## src/sv/wswd_pkg.sv

```systemverilog
package wswd_pkg;

   localparam int PROB_W  = 17;
   localparam int RAW_W   = 8;
   localparam int TIME_W  = 48;
   localparam int HITS_W  = 6;
   localparam int THR_W   = 17;
   localparam int MINH_W  = 6;
   localparam int COOL_W  = 32;
   localparam int SCALE_W = 16;
   localparam int ZP_W    = 8;
   localparam int CSR_W   = 32;
   localparam int CSR_IDX_W = 3;

   localparam logic [PROB_W-1:0] PROB_ONE = PROB_W'(65536);

   // Register indexes
   localparam logic [CSR_IDX_W-1:0] CSR_HIT_THRESHOLD    = CSR_IDX_W'(0);
   localparam logic [CSR_IDX_W-1:0] CSR_MEAN_MINIMUM     = CSR_IDX_W'(1);
   localparam logic [CSR_IDX_W-1:0] CSR_MIN_HITS         = CSR_IDX_W'(2);
   localparam logic [CSR_IDX_W-1:0] CSR_COOLDOWN_US      = CSR_IDX_W'(3);
   localparam logic [CSR_IDX_W-1:0] CSR_SCORE_SCALE      = CSR_IDX_W'(4);
   localparam logic [CSR_IDX_W-1:0] CSR_SCORE_ZERO_POINT = CSR_IDX_W'(5);

   typedef struct packed {
      logic [RAW_W-1:0]  raw_score;
      logic [TIME_W-1:0] time_us;
   } req_type;

   typedef struct packed {
      logic              fired;
      logic [PROB_W-1:0] probability;
      logic [HITS_W-1:0] hit_count;
   } rsp_type;

   typedef struct packed {
      logic [THR_W-1:0]   hit_threshold;
      logic [THR_W-1:0]   mean_minimum;
      logic [MINH_W-1:0]  min_hits;
      logic [COOL_W-1:0]  cooldown_us;
      logic [SCALE_W-1:0] score_scale;
      logic [ZP_W-1:0]    score_zero_point;
   } cfg_type;

   // Classified item handed from the front end to the window logic
   typedef struct packed {
      logic [PROB_W-1:0] probability;
      logic [TIME_W-1:0] time_us;
   } item_type;

endpackage

```

## src/sv/wake_score_window_detector.sv

```systemverilog
// Wake score window detector: M-of-N and window-mean detection over a ring of recent scores,
// with a cooldown between detections.
// req channel: one item per classifier inference, carrying the raw 8-bit
//   score and a free-running 48-bit microsecond timestamp.
// rsp channel: exactly one item per request, in order: fired flag, the
//   clamped Q16 probability, and the hit count of the full window (zero until it is full).
// csr port: single-cycle writes of the six threshold/dequantization
//   registers; write only while no request is in flight.
// Pipeline: a request passes the dequantize register, a queue entry and
//   the output register before it shows on rsp_valid.
// Throughput: one item per cycle while rsp_ready is high; the window update (running sum, hit
//   compares, modular time check) is combinational in the back end.
// Stalls: when rsp_ready is low the output register holds its item, the
//   queue fills and the front register keeps taking items until the front
//   register, queue and output register hold four items; then req_ready drops.
// Reset: clears the window, fill count, write index, last fire time and all
//   valid flags, and loads the register reset values. Because the last fire
//   time resets to zero, nothing fires while time_us <= cooldown_us.
module wake_score_window_detector
   import wswd_pkg::*;
#(
   parameter int WINDOW_LEN = 5
) (
   input  logic                 clock,
   input  logic                 reset,
   input  logic                 req_valid,
   output logic                 req_ready,
   input  req_type              req_data,
   output logic                 rsp_valid,
   input  logic                 rsp_ready,
   output rsp_type              rsp_data,
   input  logic                 csr_write_en,
   input  logic [CSR_IDX_W-1:0] csr_index,
   input  logic [CSR_W-1:0]     csr_wdata
);

   cfg_type  cfg_ff, cfg_in;
   logic     fe_valid, fe_ready;
   item_type fe_item;
   logic     q_valid, q_ready;
   item_type q_item;

   // Register file: decode index, ignore writes past the list
   always_comb begin
      cfg_in = cfg_ff;
      if (csr_write_en) begin
         unique case (csr_index)
            CSR_HIT_THRESHOLD:    cfg_in.hit_threshold    = csr_wdata[THR_W-1:0];
            CSR_MEAN_MINIMUM:     cfg_in.mean_minimum     = csr_wdata[THR_W-1:0];
            CSR_MIN_HITS:         cfg_in.min_hits         = csr_wdata[MINH_W-1:0];
            CSR_COOLDOWN_US:      cfg_in.cooldown_us      = csr_wdata[COOL_W-1:0];
            CSR_SCORE_SCALE:      cfg_in.score_scale      = csr_wdata[SCALE_W-1:0];
            CSR_SCORE_ZERO_POINT: cfg_in.score_zero_point = csr_wdata[ZP_W-1:0];
            default:              cfg_in = cfg_ff;
         endcase
      end
   end

   always_ff @(posedge clock) begin
      if (reset) begin
         cfg_ff.hit_threshold    <= THR_W'(39322);
         cfg_ff.mean_minimum     <= THR_W'(32768);
         cfg_ff.min_hits         <= MINH_W'(2);
         cfg_ff.cooldown_us      <= COOL_W'(2000000);
         cfg_ff.score_scale      <= SCALE_W'(256);
         cfg_ff.score_zero_point <= '0;
      end else begin
         cfg_ff <= cfg_in;
      end
   end

   // Front: dequantize and clamp the raw score
   wswd_front u_front (
      .clock     (clock),
      .reset     (reset),
      .cfg       (cfg_ff),
      .req_valid (req_valid),
      .req_ready (req_ready),
      .req_data  (req_data),
      .out_valid (fe_valid),
      .out_ready (fe_ready),
      .out_item  (fe_item)
   );

   // Decouple front and back so each can stall on its own
   wswd_queue u_queue (
      .clock     (clock),
      .reset     (reset),
      .in_valid  (fe_valid),
      .in_ready  (fe_ready),
      .in_item   (fe_item),
      .out_valid (q_valid),
      .out_ready (q_ready),
      .out_item  (q_item)
   );

   // Back: window, detection decision, result register
   wswd_back #(
      .WINDOW_LEN (WINDOW_LEN)
   ) u_back (
      .clock     (clock),
      .reset     (reset),
      .cfg       (cfg_ff),
      .in_valid  (q_valid),
      .in_ready  (q_ready),
      .in_item   (q_item),
      .rsp_valid (rsp_valid),
      .rsp_ready (rsp_ready),
      .rsp_data  (rsp_data)
   );

   // Pipeline drains on reset
   assert property (@(posedge clock) reset |=> !rsp_valid && !fe_valid && !q_valid)
      else $error("pipeline not empty after reset");

   // Hit count never exceeds the window length
   assert property (@(posedge clock) disable iff (reset)
      rsp_valid |-> rsp_data.hit_count <= HITS_W'(WINDOW_LEN))
      else $error("hit count above window length");

   // Clamp keeps probability within 1.0
   assert property (@(posedge clock) disable iff (reset)
      rsp_valid |-> rsp_data.probability <= PROB_ONE)
      else $error("probability above 1.0");

   // Front register holds its item while the queue is full
   assert property (@(posedge clock) disable iff (reset)
      fe_valid && !fe_ready |=> fe_valid && $stable(fe_item))
      else $error("front item lost while queue full");

endmodule

```

## src/sv/wswd_front.sv

```systemverilog
module wswd_front
   import wswd_pkg::*;
(
   input  logic     clock,
   input  logic     reset,
   input  cfg_type  cfg,
   input  logic     req_valid,
   output logic     req_ready,
   input  req_type  req_data,
   output logic     out_valid,
   input  logic     out_ready,
   output item_type out_item
);

   localparam int PROD_W = SCALE_W + RAW_W;

   logic             valid_ff, valid_in;
   item_type         item_ff, item_in;
   logic [RAW_W-1:0] diff;
   logic [PROD_W-1:0] product;

   assign req_ready = !valid_ff || out_ready;
   assign out_valid = valid_ff;
   assign out_item  = item_ff;

   // Dequantize and clamp to [0, 1.0]
   always_comb begin
      diff    = req_data.raw_score - cfg.score_zero_point;
      product = PROD_W'(cfg.score_scale) * PROD_W'(diff);
      item_in.time_us = req_data.time_us;
      if (req_data.raw_score < cfg.score_zero_point) begin
         item_in.probability = '0;
      end else if (product > PROD_W'(PROB_ONE)) begin
         item_in.probability = PROB_ONE;
      end else begin
         item_in.probability = product[PROB_W-1:0];
      end
   end

   always_comb begin
      valid_in = valid_ff;
      if (req_ready) begin
         valid_in = req_valid;
      end
   end

   always_ff @(posedge clock) begin
      if (reset) begin
         valid_ff <= 1'b0;
      end else begin
         valid_ff <= valid_in;
      end
   end

   always_ff @(posedge clock) begin
      if (req_valid && req_ready) begin
         item_ff <= item_in;
      end
   end

endmodule

```

## src/sv/wswd_queue.sv

```systemverilog
module wswd_queue
   import wswd_pkg::*;
(
   input  logic     clock,
   input  logic     reset,
   input  logic     in_valid,
   output logic     in_ready,
   input  item_type in_item,
   output logic     out_valid,
   input  logic     out_ready,
   output item_type out_item
);

   // Two-entry queue
   logic [1:0] count_ff, count_in;
   logic       rd_ptr_ff, rd_ptr_in;
   logic       wr_ptr_ff, wr_ptr_in;
   item_type   entry_ff [2];
   logic       push, pop;

   assign in_ready  = (count_ff != 2'd2);
   assign out_valid = (count_ff != 2'd0);
   assign out_item  = entry_ff[rd_ptr_ff];
   assign push      = in_valid && in_ready;
   assign pop       = out_valid && out_ready;

   always_comb begin
      count_in  = count_ff;
      rd_ptr_in = rd_ptr_ff;
      wr_ptr_in = wr_ptr_ff;
      if (push) begin
         wr_ptr_in = !wr_ptr_ff;
      end
      if (pop) begin
         rd_ptr_in = !rd_ptr_ff;
      end
      if (push && !pop) begin
         count_in = count_ff + 2'd1;
      end else if (pop && !push) begin
         count_in = count_ff - 2'd1;
      end
   end

   always_ff @(posedge clock) begin
      if (reset) begin
         count_ff  <= '0;
         rd_ptr_ff <= 1'b0;
         wr_ptr_ff <= 1'b0;
      end else begin
         count_ff  <= count_in;
         rd_ptr_ff <= rd_ptr_in;
         wr_ptr_ff <= wr_ptr_in;
      end
   end

   always_ff @(posedge clock) begin
      if (push) begin
         entry_ff[wr_ptr_ff] <= in_item;
      end
   end

endmodule

```

## src/sv/wswd_back.sv

```systemverilog
module wswd_back
   import wswd_pkg::*;
#(
   parameter int WINDOW_LEN = 5
) (
   input  logic     clock,
   input  logic     reset,
   input  cfg_type  cfg,
   input  logic     in_valid,
   output logic     in_ready,
   input  item_type in_item,
   output logic     rsp_valid,
   input  logic     rsp_ready,
   output rsp_type  rsp_data
);

   localparam int IDX_W  = (WINDOW_LEN > 1) ? $clog2(WINDOW_LEN) : 1;
   localparam int FILL_W = $clog2(WINDOW_LEN + 1);
   localparam int SUM_W  = PROB_W + $clog2(WINDOW_LEN + 1);

   logic [PROB_W-1:0] window_ff [WINDOW_LEN];
   logic [PROB_W-1:0] window_in [WINDOW_LEN];
   logic [IDX_W-1:0]  widx_ff, widx_in;
   logic [FILL_W-1:0] fill_ff, fill_in, fill_next;
   logic [SUM_W-1:0]  sum_ff, sum_in, sum_next, mean_bar;
   logic [TIME_W-1:0] last_fire_ff, last_fire_in, elapsed;
   logic              rsp_valid_ff, rsp_valid_in;
   rsp_type           rsp_data_ff, rsp_data_in;

   logic [WINDOW_LEN-1:0] hit_vec;
   logic [HITS_W-1:0]     hits;
   logic                  take, full, fire;

   assign in_ready  = !rsp_valid_ff || rsp_ready;
   assign take      = in_valid && in_ready;
   assign rsp_valid = rsp_valid_ff;
   assign rsp_data  = rsp_data_ff;

   always_comb begin
      // Window after this item's score lands in its slot
      for (int i = 0; i < WINDOW_LEN; i++) begin
         if (IDX_W'(i) == widx_ff) begin
            hit_vec[i] = (in_item.probability >= cfg.hit_threshold);
         end else begin
            hit_vec[i] = (window_ff[i] >= cfg.hit_threshold);
         end
      end
      hits      = HITS_W'($countones(hit_vec));
      sum_next  = sum_ff - SUM_W'(window_ff[widx_ff]) + SUM_W'(in_item.probability);
      mean_bar  = SUM_W'(cfg.mean_minimum) * SUM_W'(WINDOW_LEN);
      fill_next = (fill_ff < FILL_W'(WINDOW_LEN)) ? fill_ff + FILL_W'(1) : fill_ff;
      full      = (fill_next == FILL_W'(WINDOW_LEN));
      elapsed   = in_item.time_us - last_fire_ff;
      fire      = full && (hits >= cfg.min_hits) && (sum_next >= mean_bar)
                  && (elapsed > TIME_W'(cfg.cooldown_us));
   end

   always_comb begin
      for (int i = 0; i < WINDOW_LEN; i++) begin
         window_in[i] = window_ff[i];
      end
      widx_in      = widx_ff;
      fill_in      = fill_ff;
      sum_in       = sum_ff;
      last_fire_in = last_fire_ff;
      rsp_data_in  = rsp_data_ff;
      rsp_valid_in = rsp_valid_ff && !rsp_ready;
      if (take) begin
         rsp_valid_in            = 1'b1;
         rsp_data_in.fired       = fire;
         rsp_data_in.probability = in_item.probability;
         rsp_data_in.hit_count   = full ? hits : '0;
         widx_in = (widx_ff == IDX_W'(WINDOW_LEN - 1)) ? '0 : widx_ff + IDX_W'(1);
         if (fire) begin
            for (int i = 0; i < WINDOW_LEN; i++) begin
               window_in[i] = '0;
            end
            fill_in      = '0;
            sum_in       = '0;
            last_fire_in = in_item.time_us;
         end else begin
            window_in[widx_ff] = in_item.probability;
            fill_in            = fill_next;
            sum_in             = sum_next;
         end
      end
   end

   always_ff @(posedge clock) begin
      if (reset) begin
         for (int i = 0; i < WINDOW_LEN; i++) begin
            window_ff[i] <= '0;
         end
         widx_ff      <= '0;
         fill_ff      <= '0;
         sum_ff       <= '0;
         last_fire_ff <= '0;
         rsp_valid_ff <= 1'b0;
      end else begin
         for (int i = 0; i < WINDOW_LEN; i++) begin
            window_ff[i] <= window_in[i];
         end
         widx_ff      <= widx_in;
         fill_ff      <= fill_in;
         sum_ff       <= sum_in;
         last_fire_ff <= last_fire_in;
         rsp_valid_ff <= rsp_valid_in;
      end
   end

   always_ff @(posedge clock) begin
      rsp_data_ff <= rsp_data_in;
   end

endmodule
```

## config.mk

```make
export PLATFORM = sky130hd
export DESIGN_NAME = wake_score_window_detector
export DESIGN_NICKNAME = d
export VERILOG_FILES = /design/src/sv/wswd_pkg.sv /design/src/sv/wake_score_window_detector.sv /design/src/sv/wswd_front.sv /design/src/sv/wswd_queue.sv /design/src/sv/wswd_back.sv
export SDC_FILE = /design/constraint.sdc
export NUM_CORES = 1
export LEC_CHECK = 0
export ABC_CLOCK_PERIOD_IN_PS = 22100
export BUFFER_PORTS_ARGS = -buffer_cell sky130_fd_sc_hd__buf_2
export CAP_MARGIN = 20
export CORE_UTILIZATION = 35
export DETAILED_ROUTE_END_ITERATION = 7
export HOLD_SLACK_MARGIN = 0.15
export SYNTH_ARGS = -nofsm -noshare
export SYNTH_HDL_FRONTEND = slang
export SYNTH_SLANG_ARGS = --single-unit
export TNS_END_PERCENT = 5
```

## constraint.sdc

```tcl
create_clock -name clock -period 22.1 [get_ports clock]
set_input_delay 4.42 -clock clock [delete_from_list [all_inputs] [get_ports clock]]
set_output_delay 4.42 -clock clock [all_outputs]
set_load 0.01 [all_outputs]
```

==> out/metrics.yaml, run 1 <==
finish:
  multi_input_area_um2: 19100
  layout_common_cells: "380 x nand2_1, 356 x inv_1, 316 x ha_1, 264 x dfxtp_1, 234 x a21oi_1"
  final_nets: 4090
  synthToLayoutAreaGrowth_pct: 11.3
  final_util_pct: 39.3
  ff_latch_area_um2: 11800
  final.fill_count: 9215
  drive_gt1_share_pct: 11.7
  mostFrequentLayoutCell: "nand2_1"
  antenna_cells: 0
cts:
  clock-root-buffer: "clkbuf_16"
  clock_latency_ns: 0.64
  cts_resized: 0
  clkTransAtPathRegs_ns: 0.06
  cts_tree: "built"
  cts_hold_buf: 0
  cts_buffers: 55
  cts_num_sinks: 481
  htree_levels: 2
  post_cts_buffers: 0
  clk_path_buf_depth: 3
hold_path:
  hold_start: "u_front.out_item[0]"
  min_path_cells: 0
  hp-class: "flip-flop to flip-flop"
  worstHoldEndpoint: "u_queue.entry_ff[0][0]"
global_route:
  globalRouteTotalUtil_pct: 18.3
  use_met2_pct: 29.8
  grt_max_degree: 139
  grt.overflow.total: 0
  antenna_found_initial: 0
  met3_usage_pct: 2.40
  grt_pass1_wl_um: 139000
  grt-busiest-layer: "met2"
  met1_usage_pct: 25.5
  grt_pass1_vias: 24737
drt:
  dr.pass1.iters: 7
  avgRoutedWirePerCell_um: 17.9
  vias: 25624
  vias_per_cell: 5.26
  routed_wirelength_um: 87400
  ant_nets: 0
  drtIter0Drc: 1679
  drc: 0
setup_path:
  cp_slowest_stage_delay_ns: 0.64
  critPathMaxFanout: 16
  cp-start-kind: "primary input"
  reg2reg_slack_ns: 13.27
  cp.arrival_ns: 11.91
  crit_slowest_cell: "nor4_1"
  crit_type: "primary input to flip-flop"
  crit_required_ns: 22.56
  r2r-end: "u_back.window_ff[0][16]"
  cp_common_cell: "fa_1"
  r2r_cells: 28
  endpoint_kind: "flip-flop"
synth:
  netlist.area_leader.share_pct: 19.7
  async_flop_share_pct: 0
  synth_area_leaders: "edfxtp_1 20%, dfxtp_1 16%, ha_1 12%"
  synth_top_area_cell: "edfxtp_1"
  syn_inst: 3531
  synth-main-ff-cell: "dfxtp_1"
  synth-edff-count: 216
  ys_seq_elements: 481
  synth_warnings: 0
  seq_area_frac_synth_pct: 35.8
  syn_avg_cell_area_um2: 9.32
  synthesis.area_um2: 32900
  ys_types: 85
sta:
  slew_violations: 0
  tightest_slew_ns: 1.18
  tns_ns: 0
  hold_slack_ns: 0.439
  finClkSkew_ns: 0.0275
  max_slew_margin_pct: 21.4
  setup_viol: 0
  finalCriticalPeriod_ns: 11.45
  hold_viol_final: 0
  period_share_pct: 51.8
  rsz0062_at_grt: "no"
  max_freq_mhz: 87.3
placed_design:
  io_buffers: 118
  place_congestion: 0.893
  dp_hpwl_um: 61500
floorplanning:
  io_pins: 122
  start_util_pct: 35.3
  rows: 112
  die_w_um: 309
  die_h_um: 309
  core_um2: 93200
  dieArea_um2: 95200
flow_run:
  max-cap-violations: 0
power_and_ir_drop:
  leakagePower_uw: 0.0146
  p_per_area_nw_per_um2: 113
  irDropWorstVdd_mv: 0.246
status:
  outcome: "finished clean"
==> through the flow <==
step | worst slack, ns | instances | total power (µW) | instance area [µm²]
2_1_floorplan | 10.86 | 3533 | 2580 | 32900
3_3_place_gp | 10.18 | 4767 | 3130 | 34700
3_5_place_dp | 10.11 | 4769 | 3160 | 34700
4_1_cts | 10.76 | 4873 | 4160 | 36600
5_1_grt | 9.85 | 4873 | 4440 | 36600
6_report | 10.65 | 4873 | 4130 | 36600
==> worst max-delay path by stage <==
stage	from	to	slack (ns)	cells past startpoint
after floorplan	req_data[48]	u_front.out_item[55]	10.86	28
after global placement	req_data[49]	u_front.out_item[55]	10.18	30
after detailed placement	req_data[48]	u_front.out_item[55]	10.11	29
after CTS	req_data[48]	u_front.out_item[55]	10.76	29
after global routing	req_data[49]	u_front.out_item[55]	9.85	30
final	req_data[48]	u_front.out_item[55]	10.65	29
==> where the power goes <==
group	leakage, µW	switching [µW]	internal, µW
clock	0.000912	411	570
combinational	0.00954	1270	761
sequential	0.00419	73.6	1050
total	0.0146	1750	2380
==> logic make-up after synthesis <==
family	synth area share, %
AND/OR/NAND/NOR	15.1
buffers and inverters	6.39
XOR/XNOR	2.32
other	0.0114
AO/OA/AOI/OAI	17.6
adder cells (fa/ha/maj)	18.5
multiplexers	4.30
flip-flops	35.8
==> sequential cells by signal, indices dropped and copies added (netlist names), named ones only <==
register and cells:
u_back.rsp_data 21, cfg_ff 96, u_back.last_fire_ff 48, u_back.widx_ff 3, u_front.out_item 65, u_back.rsp_valid 1
u_back.sum_ff 20, u_queue.entry_ff 130, u_queue.rd_ptr_ff 1, u_back.fill_ff 3, u_queue.wr_ptr_ff 1, u_queue.count_ff 2
u_front.out_valid 1, u_back.window_ff 85
==> worst max-delay path, delay by kind of cell <==
family / cells / cell delay, ns
xor gates and xnor gates: 2 / 0.35
buffers and inverters: 6 / 0.51
AOI/OAI and AO/OA: 9 / 2.36
and+or+nand+nor: 5 / 1.24
adders and majority gates: 7 / 3.00
==> cell type report <==
cell class,instances,share of cell area (%)
clock buffer,62,3.83
inverter,359,3.69
timing repair buffer,147,2.31
tap,1254,4.29
multi-input combinational,2528,52.2
clock inverter,42,1.41
sequential,481,32.2
==> layer usage <==
layer,part of all wire [%],vias up
met5,0,-
met4,2.1,0
met3,4.5,111
met2,46,536
met1,48,12457
li1,-,12520
==> Yosys cell counts, drive strengths merged, types with 12 or more instances <==
cell / count
nand2: 380
inv: 357
ha: 316
dfxtp: 265
a21oi: 254
nor2: 236
edfxtp: 216
o21ai: 162
nor3: 135
clkbuf: 131
fa: 106
a21boi: 93
a211oi: 87
mux2: 81
and2: 61
a21o: 54
xnor2: 48
nor2b: 42
xor2: 39
o21a: 38
nand2b: 37
nand3: 37
buf: 34
nand4: 33
and3: 29
o211ai: 29
o21bai: 26
a221o: 17
a32o: 17
mux4: 17
mux2i: 12
nor4: 12
Power figures use the tool's default switching activity.
==> inputs of run 2 (changes only) <==
ABC_CLOCK_PERIOD_IN_PS = 11450   (was 22100)
clock period = 11.45 ns   (was 22.1 ns; I/O delays follow)
==> out/metrics.yaml, run 2 (synthesis gave the netlist of run 1 again) <==
status:
  outcome: "complete, but fails checks"
  violations: "design-rule violations"
cts:
  htree_levels: 2
  cts_tree: "built"
  clkTransAtPathRegs_ns: 0.07
  clk_path_buf_depth: 3
  cts_hold_buf: 0
  clock_latency_ns: 0.64
  cts_resized: 0
  cts_buffers: 54
  clock-root-buffer: "clkbuf_16"
  cts_num_sinks: 481
  post_cts_buffers: 0
global_route:
  grt-busiest-layer: "met2"
  globalRouteTotalUtil_pct: 18.2
  met3_usage_pct: 2.41
  met1_usage_pct: 25.4
  grt.overflow.total: 0
  antenna_found_initial: 1
  grt_max_degree: 139
  grt_pass1_vias: 24737
  grt_pass1_wl_um: 138000
  use_met2_pct: 29.8
hold_path:
  hp-class: "flip-flop to flip-flop"
  worstHoldEndpoint: "u_queue.entry_ff[0][9]"
  hold_start: "u_front.out_item[9]"
  min_path_cells: 0
sta:
  finalCriticalPeriod_ns: 9.44
  hold_viol_final: 0
  period_share_pct: 82.4
  slew_violations: 0
  tns_ns: 0
  tightest_slew_ns: 1.18
  max_freq_mhz: 106
  rsz0062_at_grt: "no"
  max_slew_margin_pct: 21.0
  finClkSkew_ns: 0.0258
  setup_viol: 0
drt:
  avgRoutedWirePerCell_um: 17.8
  dr.pass1.iters: 7
  ant_nets: 0
  routed_wirelength_um: 86600
  vias_per_cell: 5.22
  drtIter0Drc: 1758
  drc: 1
  vias: 25438
power_and_ir_drop:
  irDropWorstVdd_mv: 0.457
  p_sw_uw: 3320
  clockPowerShare_pct: 22.7
  p_per_area_nw_per_um2: 215
  power_frac_comb_pct: 49.4
  leakagePower_uw: 0.0146
  pwr-share-seq_pct: 27.9
  p_int_uw: 4520
  swShare_pct: 42.4
finish:
  final_nets: 4091
  mostFrequentLayoutCell: "nand2_1"
  final_area_um2: 36500
  largest_reg_flops: 130
  reg_top3: "u_queue.entry_ff (130), cfg_ff (96), u_back.window_ff (85)"
  layout_common_cells: "380 x nand2_1, 356 x inv_1, 316 x ha_1, 264 x dfxtp_1, 234 x a21oi_1"
  synthToLayoutAreaGrowth_pct: 11.0
  top_register: "u_queue.entry_ff"
  antenna_cells: 0
  final.fill_count: 9206
  drive_gt1_share_pct: 11.6
  ff_latch_area_um2: 11800
  multi_input_area_um2: 19100
placed_design:
  place_congestion: 0.906
  io_buffers: 118
  placedInstanceArea_um2: 34700
  dp_hpwl_um: 61500
floorplanning:
  start_util_pct: 35.3
  io_pins: 122
  die_w_um: 309
  dieArea_um2: 95200
  die_h_um: 309
  core_um2: 93200
  rows: 112
setup_path:
  critPathMaxFanout: 16
  crit_slowest_cell: "nor4_1"
  crit_type: "primary input to flip-flop"
  r2r-end: "u_back.window_ff[1][16]"
  cp_common_cell: "fa_1"
  cp_slowest_stage_delay_ns: 0.73
  cp-start-kind: "primary input"
  cp.arrival_ns: 9.88
  reg2reg_slack_ns: 3.06
  r2r_cells: 23
  crit_required_ns: 11.89
  endpoint_kind: "flip-flop"
flow_run:
  max-cap-violations: 0
==> run 2: final cells by class <==
type | count | area share, %
well taps | 1254 | 4.30
clock buffers | 72 | 4.02
inverters | 359 | 3.70
clock inverters | 30 | 0.942
multi-input cells | 2528 | 52.4
repair buffers | 149 | 2.36
flip-flops and latches | 481 | 32.3
==> run 2: critical path, delay by kind of cell <==
family	cells	cell delay, ns
AO/OA/AOI/OAI	8	2.23
adder cells (fa/ha/maj)	7	3.03
buffers and inverters	6	0.51
AND/OR/NAND/NOR	6	1.48
XOR/XNOR	2	0.33
==> run 2: power groups by stage <==
stage / Clock [µW] / Combinational (µW) / Sequential, µW
3_5_place_dp: 0 / 3850 / 2230
3_3_place_gp: 0 / 3830 / 2220
6_report: 1780 / 3870 / 2190
4_1_cts: 1830 / 3880 / 2190
2_1_floorplan: 0 / 2830 / 2160
5_1_grt: 1890 / 4390 / 2220
==> run 2: layer usage <==
layer / part of all wire (%) / wire (µm) / vias up
met5: 0 / 0 / -
met4: 2.0 / 1760 / 0
met3: 5.0 / 4370 / 101
met2: 46 / 39400 / 588
met1: 47 / 41000 / 12253
li1: - / - / 12496
==> run 2: stage by stage <==
stage,setup WS (ns),total power (µW),utilization [%],hold WS [ns],std cells
floorplan,2.34,4990,-,0.421,3533
global placement,1.13,6050,37.2,0.422,4767
detailed placement,1.46,6080,37.2,0.429,4769
CTS,2.10,7900,39.2,0.437,4871
global route,1.47,8490,39.2,0.441,4873
finish,2.01,7850,39.2,0.433,4873
==> run 2: how the worst max path moves through the flow <==
stage	from	endpoint	slack, ns	depth (start not counted)
after detailed placement	req_data[48]	u_front.out_item[55]	1.46	29
after CTS	req_data[48]	u_front.out_item[55]	2.10	29
final	req_data[48]	u_front.out_item[55]	2.01	29
after global placement	req_data[49]	u_front.out_item[55]	1.13	29
after global routing	req_data[49]	u_front.out_item[55]	1.47	30
after floorplan	req_data[48]	u_front.out_item[55]	2.34	28
